## src/hw/rtl/detection_decode_centroid_tracker_macros.svh

```systemverilog
// Assertion macros used by the tracker back module.
`ifndef DETECTION_DECODE_CENTROID_TRACKER_MACROS_SVH
`define DETECTION_DECODE_CENTROID_TRACKER_MACROS_SVH

// Check a consequent in the same cycle as its antecedent.
`define DDCT_ASSERT_NOW(label, clk, rst_n, ante, cons, msg) \
    label: assert property (@(posedge clk) disable iff (!rst_n) (ante) |-> (cons)) \
        else $error(msg);

// Check a consequent in the cycle after its antecedent.
`define DDCT_ASSERT_NEXT(label, clk, rst_n, ante, cons, msg) \
    label: assert property (@(posedge clk) disable iff (!rst_n) (ante) |=> (cons)) \
        else $error(msg);

`endif

```

## src/hw/rtl/ddct_fifo.sv

```systemverilog
// Two-entry job queue between the front and the back.
module ddct_fifo #(
    parameter int W = 8
) (
    input  logic         clk,
    input  logic         rst_n,
    input  logic         push,
    input  logic [W-1:0] push_data,
    output logic         full,
    input  logic         pop,
    output logic         not_empty,
    output logic [W-1:0] pop_data
);
    logic [W-1:0] mem_reg [2];
    logic         wr_ptr_reg;
    logic         rd_ptr_reg;
    logic [1:0]   count_reg;

    assign full      = (count_reg == 2'd2);
    assign not_empty = (count_reg != 2'd0);
    assign pop_data  = mem_reg[rd_ptr_reg];

    always_ff @(posedge clk)
    begin
        if (push)
        begin
            mem_reg[wr_ptr_reg] <= push_data;
        end
    end

    always_ff @(posedge clk or negedge rst_n)
    begin
        if (!rst_n)
        begin
            wr_ptr_reg <= 1'b0;
            rd_ptr_reg <= 1'b0;
            count_reg  <= 2'd0;
        end
        else
        begin
            if (push)
            begin
                wr_ptr_reg <= ~wr_ptr_reg;
            end
            if (pop)
            begin
                rd_ptr_reg <= ~rd_ptr_reg;
            end
            if (push && !pop)
            begin
                count_reg <= count_reg + 2'd1;
            end
            else if (pop && !push)
            begin
                count_reg <= count_reg - 2'd1;
            end
        end
    end
endmodule

```

## config.mk

```make
export PLATFORM = sky130hd
export DESIGN_NAME = ddct_fifo
export DESIGN_NICKNAME = d
export VERILOG_FILES = /design/src/hw/rtl/detection_decode_centroid_tracker_macros.svh /design/src/hw/rtl/ddct_fifo.sv
export SDC_FILE = /design/constraint.sdc
export NUM_CORES = 1
export LEC_CHECK = 0
export ABC_AREA = 1
export BUFFER_PORTS_ARGS = -buffer_cell sky130_fd_sc_hd__buf_4
export CAP_MARGIN = 20
export CORE_UTILIZATION = 35
export CTS_CLUSTER_SIZE = 28
export DETAILED_ROUTE_END_ITERATION = 10
export PLACE_DENSITY_LB_ADDON = 0.05
export SETUP_SLACK_MARGIN = 0.15
export SYNTH_ARGS = -nofsm -noshare
export SYNTH_HDL_FRONTEND = slang
export SYNTH_SLANG_ARGS = --single-unit
```

## constraint.sdc

```tcl
create_clock -name clk -period 1.3 [get_ports clk]
set_input_delay 0.13 -clock clk [delete_from_list [all_inputs] [get_ports clk]]
set_output_delay 0.13 -clock clk [all_outputs]
set_load 0.05 [all_outputs]
```

==> impl_metrics.toml, run 1 <==
[grt]
grt_pass1_vias = 476
antenna_found_initial = 0
grt_max_degree = 12
track_usage_pct = 11.5
overflow = 0
grt_pass1_wl_um = 2040

[power_and_ir_drop]
peakVddDrop_mv = 1.65
power.total_mw = 2.83
leakagePower_nw = 0.551
power_density_mw_per_mm2 = 2270

[clocking]
cts_buffers = 3
cts_tree = "done"
cts-root-buf = "clkbuf_4"
clkLatencyLatePin_ps = 290
cts.sinks = 20
path_clk_slew_ps = 100
clock_path_buffers = 2
cts.htree.levels = 1

[floorplan]
die-area_mm2 = 0.00254
ios = 22
row_count = 17
die_h_um = 50.4
start_util_pct = 37.0
die_x_um = 50.4
coreArea_mm2 = 0.00221

[placed_design]
place_congestion = 0.668
placed_cell_area_mm2 = 0.00102
io_buffers = 21
hpwl_um = 834
dp_cells = 100

[timing]
hold_viol = 0
rsz0062_at_grt = "yes"
setup_ws_ps = -139
finClkSkew_ps = 1.22
clock.fmax_mhz = 695
finalHoldWorstSlack_ps = 22.4
setup_viol = 8
worstMarginPinSlew_ps = 342
report.final.slew_viol_count = 0
post-route-period-util_pct = 111
slew_headroom_pct = 77.2
period_minus_slack_ps = 1440

[synth]
synth_fp_nets = 63
syn_inst = 50
ys_seq_elements = 20
synth.distinct_cells = 12
ys_seq_area_share_pct = 70.9
synthFlopType = "edfxtp_1"
yosysTopAreaCellShare_pct = 58.7
syn_area_um2 = 818
synth.most_common_cell = "edfxtp_1"
ys_top_cells_by_count = "edfxtp_1, mux2_4, inv_1"
async_flop_share_pct = 20.0
synth.avg_cell_area_um2 = 16.4
yosys_warnings = 0
yosys-top-cells-area = "edfxtp_1, mux2_4, dfrtp_1"
synth_edf_count = 16
synth_top_area_cell = "edfxtp_1"

[outcome]
violations = "setup timing"
outcome = "complete, but fails checks"

[routing]
wl_per_cell_um = 11.1
postRouteAntennaNets = 0
dr.pass1.iters = 4
vias = 497
drc_errors = 0
drt-initial-drc-count = 5
avgViaCountPerCell = 4.18
drt_wl_total_um = 1320

[cells_and_area]
regArea_um2 = 583
area_growth_pct = 52.6
multi_input_area_um2 = 210
largest_reg_flops = 16
stdcell_count = 119
fin_nets = 105
stdcell_area_mm2 = 0.00125
final_util_pct = 56.4
diodes = 0
fill_cells = 197
drive_above_1_share_pct = 50.5

[min_path]
min_path_type = "in2reg"

[flow_run]
maxCapViolations = 0

[critical_path]
worst-setup-path-type = "reg2out"
worstPathRequired_ps = 1170
path_max_fanout = 5
cp-start-kind = "flip-flop"
worst_setup_path_end_kind = "output pin"
cp.arrival_ps = 1310
## cell usage in the layout, fill, tap and decap left out
| cell type | netlist | layout |
|---|---|---|
| buf_4 | 0 | 17 |
| edfxtp_1 | 16 | 16 |
| dlygate4sd3_1 | 0 | 9 |
| mux2_4 | 8 | 8 |
| buf_6 | 1 | 8 |
| inv_1 | 7 | 5 |
| nand2_1 | 6 | 5 |
| buf_8 | 0 | 4 |
| clkbuf_4 | 0 | 3 |
| inv_2 | 0 | 2 |
| xor2_1 | 2 | 2 |
| dfrtp_2 | 0 | 2 |
| dfrtp_1 | 4 | 2 |
| nand2_2 | 0 | 1 |
| nor2_4 | 0 | 1 |
| nor2_1 | 2 | 1 |
| xnor2_1 | 1 | 1 |
| nand3_1 | 1 | 1 |
| nand4_1 | 1 | 1 |
| ha_1 | 1 | 1 |
| clkinv_1 | 0 | 1 |
## area by class of cell
class / instances / share of cell area (%)
inverter: 7 / 2.10
clock inverter: 1 / 0.301
timing repair buffer: 38 / 29.5
multi-input combinational: 22 / 16.8
sequential: 20 / 46.7
clock buffer: 3 / 1.80
tap: 28 / 2.81
## kinds of logic (layout without fill, tap and decap cells)
logic type                 count (synthesis)  count (layout)  share of synthesized area (%)
buffers and inverters                      8              49                           4.59
DFF                                       20              20                           70.9
muxes                                      8               8                           14.7
adders and majority gates                  1               1                           1.53
xor gates and xnor gates                   3               3                           3.21
and+or+nand+nor                           10              10                           5.05
## through the flow
step | worst slack (ps) | TNS, ps
2_1_floorplan | 156 | 0
3_3_place_gp | -16.8 | -80.4
3_5_place_dp | -27.3 | -161
4_1_cts | -158 | -1160
5_1_grt | -199 | -1460
6_report | -139 | -1030
## worst max-delay path, cell delays in order, from the launching register on
cell,delay (ps)
dfrtp_2,430
buf_6,140
mux2_4,300
buf_8,150
## power by group
part | internal (mW) | total [mW] | switching (mW) | leakage [nW]
clock | 0.111 | 0.280 | 0.169 | 0.0154
combinational | 0.741 | 1.59 | 0.845 | 0.341
sequential | 0.876 | 0.965 | 0.0890 | 0.195
total | 1.73 | 2.83 | 1.10 | 0.551
## metal layers
metal	routed length, µm	up-vias	GRT usage (%)
met5	0	-	0
met4	12	0	8.33
met3	54	2	3.33
met2	689	13	18.9
met1	561	230	12.4
li1	-	252	-
## path summary, 6_finish.rpt
path	from	endpoint	slack, ps	depth (start not counted)
max in group asynchronous	rst_n	count_reg[0]$_DFFE_PN0P_	1020	2
min reg2reg	wr_ptr_reg$_DFFE_PN0P_	wr_ptr_reg$_DFFE_PN0P_	500	1
max reg2reg	wr_ptr_reg$_DFFE_PN0P_	mem_reg[1][6]$_DFFE_PP_	260	2
max	rd_ptr_reg$_DFFE_PN0P_	pop_data[2]	-140	3
min in group asynchronous	rst_n	rd_ptr_reg$_DFFE_PN0P_	170	2
min	push_data[0]	mem_reg[1][0]$_DFFE_PP_	20	1
## timing repair
item / in CTS / in global routing
pin swaps: 1 / 1
cloned: 0 / 0
hold endpoints to repair: 5 / 14
buffers inserted: 5 / 1
hold buffers: 2 / 7
setup endpoints to repair: 10 / 10
resized for setup: 17 / 6
Power figures use the tool's default switching activity.
==> run 2: changes to the inputs <==
BUFFER_PORTS_ARGS = not set   (was -buffer_cell sky130_fd_sc_hd__buf_4)
DONT_BUFFER_PORTS = 1   (was not set)
==> impl_metrics.toml, run 2 (synthesis gave the netlist of run 1 again) <==
[outcome]
outcome = "complete, but fails checks"
violations = "setup timing"

[routing]
postRouteAntennaNets = 0
dr.pass1.iters = 4
vias = 446
avgViaCountPerCell = 4.51
drt-initial-drc-count = 4
drt_wl_total_um = 1320
drc_errors = 0
wl_per_cell_um = 13.4

[timing]
hold_viol = 0
setup_viol = 8
setup_ws_ps = -71.4
report.final.slew_viol_count = 0
period_minus_slack_ps = 1370
final.setup.tns_ps = -530
rsz0062_at_grt = "yes"
post-route-period-util_pct = 105
clock.fmax_mhz = 729
finClkSkew_ps = 8.65
worstMarginPinSlew_ps = 341
slew_headroom_pct = 77.2

[grt]
track_usage_pct = 12.7
grt_pass1_vias = 513
antenna_found_initial = 0
grt_max_degree = 12
grt_pass1_wl_um = 2260
overflow = 0

[placed_design]
io_buffers = 0
dp_cells = 80
pre_cts_ws_ps = 74.0
hpwl_um = 914
place_congestion = 0.612

[power_and_ir_drop]
leakagePower_nw = 0.441
power_density_mw_per_mm2 = 2350
peakVddDrop_mv = 1.20
seqPwrFrac_pct = 38.7
combPwrFrac_pct = 49.6
switchingPower_mw = 1.05
power.total_mw = 2.47
switching_share_pct = 42.3
internal_power_mw = 1.43
p_clk_share_pct = 11.7

[floorplan]
start_util_pct = 37.0
coreArea_mm2 = 0.00221
ios = 22
die-area_mm2 = 0.00254
row_count = 17
die_h_um = 50.4
die_x_um = 50.4

[critical_path]
worst_setup_path_end_kind = "output pin"
path_cells = "buf_6 -> mux2_4"
worstPathRequired_ps = 1170
cpPeakStageDelay_ps = 430
path_max_fanout = 5
worst_path_max_delay_cell = "dfrtp_2"
cp-start-kind = "flip-flop"
cp.arrival_ps = 1240
worst-setup-path-type = "reg2out"

[cells_and_area]
fill_cells = 207
multi_input_area_um2 = 210
largest_reg_flops = 16
final_cell_mix = "edfxtp_1, dlygate4sd3_1, mux2_4"
stdcell_count = 99
regArea_um2 = 582
final_common_cell = "edfxtp_1"
final_util_pct = 47.6
drive_above_1_share_pct = 32.4
area_growth_pct = 28.7
diodes = 0
fin_nets = 85

[clocking]
cts.sinks = 20
cts_tree = "done"
clock_path_buffers = 2
cts-root-buf = "clkbuf_4"
cts.htree.levels = 1
cts_buffers = 3
path_clk_slew_ps = 90
clkLatencyLatePin_ps = 290

[min_path]
min_path_type = "in2async"

[flow_run]
maxCapViolations = 0
[run 2: cell count changes in the layout (fill, tap and decap cells not counted)]
cell and delta:
nor2_4 -1, dfrtp_2 -1, nor2_2 +1, buf_6 -5, buf_8 -4, dfrtp_1 +1
dlygate4sd3_1 +2, buf_4 -13, clkinv_1 -1, nand2_2 -1, clkbuf_1 +1, nand2_4 +1
[run 2: what timing repair did]
action	CTS	global route
setup buffers	4	0
endpoints found under the setup margin	10	10
gates resized for setup	8	1
hold buffers	11	0
hold endpoints to repair	22	0
[run 2: layer usage]
metal  part of all wire (%)  track usage (%)  vias to the layer above
met5                      0                0                        -
met4                    2.1             8.33                        0
met3                    4.2             3.03                        4
met2                     57             23.1                       15
met1                     36             12.7                      215
li1                       -                -                      212
[run 2: path summary, 6_finish.rpt]
path / start / endpoint / slack, ps / cells past startpoint
max: rd_ptr_reg$_DFFE_PN0P_ / pop_data[4] / -70 / 2
min: rst_n / count_reg[1]$_DFFE_PN0P_ / 100 / 1
max reg2reg: wr_ptr_reg$_DFFE_PN0P_ / mem_reg[1][0]$_DFFE_PP_ / 260 / 2
min reg2reg: wr_ptr_reg$_DFFE_PN0P_ / wr_ptr_reg$_DFFE_PN0P_ / 510 / 1
max in group asynchronous: rst_n / rd_ptr_reg$_DFFE_PN0P_ / 1010 / 1
min in group clk: push / count_reg[0]$_DFFE_PN0P_ / 100 / 2
[run 2: critical path: cells and delay by family (launching register included)]
kind | cells | cell delay (ps)
buf+inv | 1 | 140
mux | 1 | 380
flops | 1 | 430
[run 2: cell type report]
type                    instances  share of cell area [%]
flip-flops and latches         20                    55.2
multi-input cells              22                    20.0
repair buffers                 18                    16.5
well taps                      28                    3.33
clock buffers                   4                    2.49
inverters                       7                    2.49
[run 2: through the flow]
stage	instance area [µm²]	hold WS [ps]
final	1050	103
after global routing	1050	105
after CTS	1050	91.9
after detailed placement	867	-165
after global placement	867	-165
after floorplan	821	-166
[run 2: power by group through the flow]
stage / clock network, mW / logic, mW / registers (mW)
floorplan: 0 / 0.952 / 0.940
global placement: 0 / 0.950 / 1.01
detailed placement: 0 / 0.974 / 1.03
CTS: 0.309 / 1.24 / 0.952
global route: 0.323 / 1.29 / 0.974
finish: 0.290 / 1.23 / 0.957
