**src/hw/rtl/detection_decode_centroid_tracker_macros.svh**
```systemverilog
// Assertion macros used by the tracker back module.
`ifndef DETECTION_DECODE_CENTROID_TRACKER_MACROS_SVH
`define DETECTION_DECODE_CENTROID_TRACKER_MACROS_SVH

// Check a consequent in the same cycle as its antecedent.
`define DDCT_ASSERT_NOW(label, clk, rst_n, ante, cons, msg) \
    label: assert property (@(posedge clk) disable iff (!rst_n) (ante) |-> (cons)) \
        else $error(msg);

// Check a consequent in the cycle after its antecedent.
`define DDCT_ASSERT_NEXT(label, clk, rst_n, ante, cons, msg) \
    label: assert property (@(posedge clk) disable iff (!rst_n) (ante) |=> (cons)) \
        else $error(msg);

`endif

```
**src/hw/rtl/ddct_pkg.sv**
```systemverilog
// Package: shared types and constants of the centroid tracker.
package ddct_pkg;

    localparam int CFG_IDX_W  = 3;
    localparam int CFG_DATA_W = 16;
    localparam int DEPTH_W    = 22;
    localparam int DIV_NUM_W  = 42;

    localparam logic [CFG_IDX_W-1:0] REG_THRESHOLD = 3'd0;
    localparam logic [CFG_IDX_W-1:0] REG_SCALE_X   = 3'd1;
    localparam logic [CFG_IDX_W-1:0] REG_SCALE_Y   = 3'd2;
    localparam logic [CFG_IDX_W-1:0] REG_ALPHA     = 3'd3;
    localparam logic [CFG_IDX_W-1:0] REG_FOCAL_X   = 3'd4;
    localparam logic [CFG_IDX_W-1:0] REG_FOCAL_Y   = 3'd5;
    localparam logic [CFG_IDX_W-1:0] REG_IMAGE_W   = 3'd6;
    localparam logic [CFG_IDX_W-1:0] REG_IMAGE_H   = 3'd7;

    localparam logic [21:0] CAM_TERM_MM = 22'd40;
    localparam logic [16:0] EMA_ONE     = 17'd65536;
    localparam logic [37:0] EMA_ROUND   = 38'd32768;

    typedef struct packed {
        logic [15:0] score_threshold;
        logic [15:0] scale_x;
        logic [15:0] scale_y;
        logic [15:0] filter_alpha;
        logic [15:0] focal_x;
        logic [15:0] focal_y;
        logic [11:0] image_width;
        logic [11:0] image_height;
    } cfg_t;

endpackage

```
**src/hw/rtl/ddct_if.sv**
```systemverilog
// Interfaces: anchor and result channels.
interface ddct_anchor_if #(
    parameter int COORD_BITS = 16,
    parameter int SCORE_BITS = 16
);
    logic                  valid;
    logic                  ready;
    logic [COORD_BITS-1:0] anchor_cx;
    logic [COORD_BITS-1:0] anchor_cy;
    logic [COORD_BITS-1:0] anchor_w;
    logic [COORD_BITS-1:0] anchor_h;
    logic [SCORE_BITS-1:0] anchor_score;
    logic                  last_anchor;
    logic signed [20:0]    vehicle_height;
    logic signed [20:0]    pad_height;

    modport source (
        output valid, anchor_cx, anchor_cy, anchor_w, anchor_h, anchor_score,
               last_anchor, vehicle_height, pad_height,
        input  ready
    );
    modport sink (
        input  valid, anchor_cx, anchor_cy, anchor_w, anchor_h, anchor_score,
               last_anchor, vehicle_height, pad_height,
        output ready
    );
endinterface


```
**src/hw/rtl/ddct_front.sv**
```systemverilog
// Front: anchor intake and best-anchor selection, emits one job per frame.
module ddct_front #(
    parameter int COORD_BITS = 16,
    parameter int SCORE_BITS = 16,
    parameter int JOB_W      = 1 + 4 * COORD_BITS + ddct_pkg::DEPTH_W
) (
    input  logic              clk,
    input  logic              rst_n,
    ddct_anchor_if.sink       anchors,
    input  logic [15:0]       score_threshold,
    input  logic              queue_full,
    output logic              job_push,
    output logic [JOB_W-1:0]  job_data
);
    logic                      best_valid_reg;
    logic [SCORE_BITS-1:0]     best_score_reg;
    logic [4*COORD_BITS-1:0]   best_box_reg;
    logic [SCORE_BITS+15:0]    thr_wide;
    logic [SCORE_BITS-1:0]     thr_eff;
    logic                      accept;
    logic                      take;
    logic [4*COORD_BITS-1:0]   box_in;
    logic [4*COORD_BITS-1:0]   box_next;
    logic signed [ddct_pkg::DEPTH_W-1:0] depth_next;

    assign anchors.ready = !queue_full;
    assign accept        = anchors.valid && anchors.ready;

    assign thr_wide = {{SCORE_BITS{1'b0}}, score_threshold};
    assign thr_eff  = thr_wide[SCORE_BITS-1:0];
    assign take     = (anchors.anchor_score > thr_eff)
                   && (!best_valid_reg || anchors.anchor_score > best_score_reg);

    assign box_in   = {anchors.anchor_cx, anchors.anchor_cy, anchors.anchor_w, anchors.anchor_h};
    assign box_next = take ? box_in : best_box_reg;

    assign depth_next = ddct_pkg::DEPTH_W'(anchors.vehicle_height)
                      - ddct_pkg::DEPTH_W'(anchors.pad_height);

    assign job_push = accept && anchors.last_anchor;
    assign job_data = {best_valid_reg || take, box_next, depth_next};

    always_ff @(posedge clk)
    begin
        if (accept && take)
        begin
            best_box_reg <= box_in;
        end
    end

    always_ff @(posedge clk or negedge rst_n)
    begin
        if (!rst_n)
        begin
            best_valid_reg <= 1'b0;
            best_score_reg <= '0;
        end
        else if (accept)
        begin
            if (anchors.last_anchor)
            begin
                best_valid_reg <= 1'b0;
                best_score_reg <= '0;
            end
            else if (take)
            begin
                best_valid_reg <= 1'b1;
                best_score_reg <= anchors.anchor_score;
            end
        end
    end
endmodule

```
**src/flat_wrapper.sv**
```systemverilog
// flat-port wrapper written by rule: the top's interface ports become plain ports
module ddct_front_flat 
#(
    parameter int COORD_BITS = 16,
    parameter int SCORE_BITS = 16,
    parameter int JOB_W      = 1 + 4 * COORD_BITS + ddct_pkg::DEPTH_W
)
  (clk, rst_n, score_threshold, queue_full, job_push, job_data, anchors_valid, anchors_anchor_cx, anchors_anchor_cy, anchors_anchor_w, anchors_anchor_h, anchors_anchor_score, anchors_last_anchor, anchors_vehicle_height, anchors_pad_height, anchors_ready);
  ddct_anchor_if #(.COORD_BITS(COORD_BITS), .SCORE_BITS(SCORE_BITS)) anchors_i ();
  input  logic clk;
  input  logic rst_n;
  input  logic [15:0] score_threshold;
  input  logic queue_full;
  output logic job_push;
  output logic [JOB_W-1:0] job_data;
  input wire logic [$bits(anchors_i.valid)-1:0] anchors_valid;
  input wire logic [$bits(anchors_i.anchor_cx)-1:0] anchors_anchor_cx;
  input wire logic [$bits(anchors_i.anchor_cy)-1:0] anchors_anchor_cy;
  input wire logic [$bits(anchors_i.anchor_w)-1:0] anchors_anchor_w;
  input wire logic [$bits(anchors_i.anchor_h)-1:0] anchors_anchor_h;
  input wire logic [$bits(anchors_i.anchor_score)-1:0] anchors_anchor_score;
  input wire logic [$bits(anchors_i.last_anchor)-1:0] anchors_last_anchor;
  input wire logic [$bits(anchors_i.vehicle_height)-1:0] anchors_vehicle_height;
  input wire logic [$bits(anchors_i.pad_height)-1:0] anchors_pad_height;
  output wire logic [$bits(anchors_i.ready)-1:0] anchors_ready;
  assign anchors_i.valid = anchors_valid;
  assign anchors_i.anchor_cx = anchors_anchor_cx;
  assign anchors_i.anchor_cy = anchors_anchor_cy;
  assign anchors_i.anchor_w = anchors_anchor_w;
  assign anchors_i.anchor_h = anchors_anchor_h;
  assign anchors_i.anchor_score = anchors_anchor_score;
  assign anchors_i.last_anchor = anchors_last_anchor;
  assign anchors_i.vehicle_height = anchors_vehicle_height;
  assign anchors_i.pad_height = anchors_pad_height;
  assign anchors_ready = anchors_i.ready;
  ddct_front #(.COORD_BITS(COORD_BITS), .SCORE_BITS(SCORE_BITS), .JOB_W(JOB_W)) u_core (.clk(clk), .rst_n(rst_n), .anchors(anchors_i), .score_threshold(score_threshold), .queue_full(queue_full), .job_push(job_push), .job_data(job_data));
endmodule
```
**config.mk**
```make
export PLATFORM = sky130hd
export DESIGN_NAME = ddct_front_flat
export DESIGN_NICKNAME = d
export VERILOG_FILES = /design/src/hw/rtl/detection_decode_centroid_tracker_macros.svh /design/src/hw/rtl/ddct_pkg.sv /design/src/hw/rtl/ddct_if.sv /design/src/hw/rtl/ddct_front.sv /design/src/flat_wrapper.sv
export SDC_FILE = /design/constraint.sdc
export NUM_CORES = 1
export LEC_CHECK = 0
export BUFFER_PORTS_ARGS = -buffer_cell sky130_fd_sc_hd__buf_2
export CAP_MARGIN = 0
export CORE_AREA = 2 2 112 114
export DETAILED_ROUTE_END_ITERATION = 8
export DIE_AREA = 0 0 114 116
export PLACE_DENSITY_LB_ADDON = 0.12
export SYNTH_ARGS = -nofsm -noshare
export SYNTH_HDL_FRONTEND = slang
export SYNTH_SLANG_ARGS = --single-unit
```
**constraint.sdc**
```tcl
create_clock -name clk -period 5.6 [get_ports clk]
set_input_delay 1.4 -clock clk [delete_from_list [all_inputs] [get_ports clk]]
set_output_delay 1.4 -clock clk [all_outputs]
set_load 0.02 [all_outputs]
```
==> results.ini <==
[routing]
dr.first_iter.drc_count=221
wire_per_inst_um=15.07
drt_wl_total_um=13770
post-route-drc-count=0
num_vias=4766
antenna_left=0
vias_per_cell=5.214
first_pass_iters=4

[synthesis]
syn-cell-area_mm2=0.005884
synth_top_family_by_area=multiplexers
synthArstFlopShare_pct=20.99
yosys_warnings=0
ys_types=50
synthXorXnorAreaFrac_pct=2.381
synth_fa_ha_area_share_pct=11.61
ys_ff_latch=81
synth_compound_area_share_pct=11.38
yosysSeqAreaShare_pct=39.89
synth_area_per_cell_um2=11.10
synth_mux_area_share_pct=16.20
synthCells=530
synth-main-ff-cell=edfxtp_1
synth_edf_count=64
yosys.area_share.simple_pct=11.31
synth_nets=727

[timing]
tightest_slew_ps=549.7
fin_crit_sh_pct=91.00
finalSetupTns_ps=0
max_freq_mhz=196.2
slew_headroom_pct=63.30
finalMaxSlewViolations=0
hold_viol_final=0
rsz0062_at_grt=no
fin_worst_skew_ps=7.602
setup_viol=0
period_minus_slack_ps=5096

[setup_path]
path_delay_family=simple AND/OR/NAND/NOR gates
slowest_delay_ps=370
crit_top_cell=buf_2
crit_buf_inv=3
path_class=input port to output pin
cpMaxStageDelayCell=mux2_2
critPathMaxFanout=42
cp-end-kind=output pin
arrival_ps=3700
critPathRequiredTime_ps=4200
cp-start-kind=input port
crit_chain=buf_2, ha_1, a21oi_1, nand2_1, a211o_1, nor4_2, or3_4, buf_12, mux2_2, buf_2

[floorplan]
die_h_um=116
start_util_pct=49.40
row_count=40
die-area_mm2=0.01322
die_x_um=114
core_area_mm2=0.01191
pin_count=232

[clocking]
cts_setup_buffers=0
clk_pin_slew_ps=60
insertion_delay_ps=330
cts_hold_buf=0
clockBufferDepth=2
cts_sinks=81
numCtsBuffers=9
cts_tree=done
ctsRootBufferMaster=clkbuf_16
cts_resized=0
htreeDepth=3

[pwr]
p_int_uw=1588
p_leak_uw=0.003690
swShare_pct=34.28
power_frac_seq_pct=33.0
p_comb_share_pct=41.0
vdd_drop_max_uv=142.0
p_clk_share_pct=26.0
power_density_mw_per_mm2=324.3
netSwitchingPower_uw=828.5

[layout]
multiInputGateArea_mm2=0.003124
largest_reg_flops=64
instances_no_fill=914
area_growth_pct=26.64
antenna_cells=0
drive_above_1_share_pct=44.85
fill_cells=1006
register_area_mm2=0.002347
final_nets=959

[placed_design]
dp_hpwl_um=10590
dp_cells=898
port_buffers=231
place_congestion=0.8384

[outcome]
run_status=complete, no violations

[global_route]
gr-usage-all-layers_pct=19.92
antenna_found_initial=0
grt_pass1_vias=4481
grt_pass1_wl_um=21330
grt_overflow=0
grt_max_degree=43

[flow_run]
cap_violations=0

[hold_path]
hold_class=flop to flop

-- area by class of cell --
| class | instances | share of cell area [%] |
|---|---|---|
| inverters | 61 | 3.073 |
| flip-flops and latches | 81 | 31.50 |
| well taps | 147 | 2.468 |
| clock inverters | 6 | 1.209 |
| repair buffers | 240 | 16.76 |
| clock buffers | 10 | 3.073 |
| multi-input cells | 369 | 41.92 |
-- metrics by stage --
step	power (uW)	hold slack [ps]	util (%)	area (um^2)	setup WS, ps
final	2417	544.8	62.56	7452	504.0
after floorplan	1553	504.6	-	5887	512.0
after detailed placement	1799	522.4	59.88	7133	510.9
after global placement	1772	516.6	59.88	7133	538.8
after global routing	2562	568.7	62.56	7452	346.8
after CTS	2435	544.6	62.56	7452	507.1
-- power groups by stage --
stage               registers [uW]  clock network [uW]  logic (uW)
detailed placement             804                   0         994
floorplan                      790                   0         763
CTS                            795                 642         997
finish                         798                 629         990
global route                   806                 663        1090
global placement               801                   0         972
-- routing by layer --
layer	routed length, um	GRT usage (%)	share of wire (%)	vias to the layer above
li1	-	-	-	2400
met1	6271	26.10	46	2171
met2	6522	34.05	47	178
met3	757	2.877	5.5	17
met4	219	6.748	1.6	0
met5	0	0	0	-
-- layout by cell type, fill, tap and decap left out, drive strengths merged, types with 14 or more instances in the layout --
cell / netlist / layout
buf: 10 / 240
edfxtp: 64 / 64
mux2: 64 / 64
inv: 61 / 62
ha: 53 / 53
nand2: 52 / 52
a21oi: 33 / 33
o21ai: 27 / 27
dfrtp: 17 / 17
or4: 16 / 16
a31o: 16 / 16
nor2: 14 / 14
-- final timing paths --
kind	startpoint	endpoint	slack (ps)	cells after the start
setup / recovery	anchors_anchor_score[14]	job_data[85]	500	10
hold / removal	u_core.best_score_reg[2]$_DFFE_PN0P_	u_core.best_score_reg[2]$_DFFE_PN0P_	540	1
setup reg to reg	u_core.best_score_reg[1]$_DFFE_PN0P_	u_core.best_box_reg[37]$_DFFE_PP_	2680	10
hold reg to reg	u_core.best_score_reg[2]$_DFFE_PN0P_	u_core.best_score_reg[2]$_DFFE_PN0P_	540	1
max in group asynchronous	rst_n	u_core.best_score_reg[3]$_DFFE_PN0P_	4320	1
min in group asynchronous	rst_n	u_core.best_score_reg[10]$_DFFE_PN0P_	990	1
-- synth_stat cells (2+ instances only) --
cell	number	share of area, %
buf_6	2	0.38
xnor2_1	9	1.3
and3_1	4	0.43
nor2_1	14	0.89
mux2_4	62	16
nand2b_1	5	0.53
clkbuf_1	8	0.51
a31oi_1	3	0.32
or4_1	16	2.0
a31o_2	16	2.4
edfxtp_1	64	33
nand4_1	10	1.1
nor4_1	3	0.32
nor3_1	4	0.34
a211oi_1	3	0.38
o211ai_1	2	0.26
and2_1	2	0.21
o31ai_1	2	0.26
buf_12	6	2.0
a41oi_1	2	0.30
or2_2	3	0.32
a211o_1	3	0.45
o21a_1	3	0.38
dfrtp_1	17	7.2
inv_1	60	3.8
mux2_2	2	0.38
xor2_1	7	1.0
nand2_1	52	3.3
ha_1	53	11
nor2b_1	5	0.53
o21ai_0	26	2.2
a21o_1	4	0.51
nand3_1	10	0.85
a21oi_1	32	2.7
-- cell families after synthesis --
kind of cell | Yosys count
DFF | 81
AOI/OAI and AO/OA | 104
and+or+nand+nor | 131
xor gates and xnor gates | 16
muxes | 64
buffers and inverters | 80
adders and majority gates | 54
Note: power is estimated with default switching activity, not from simulation.
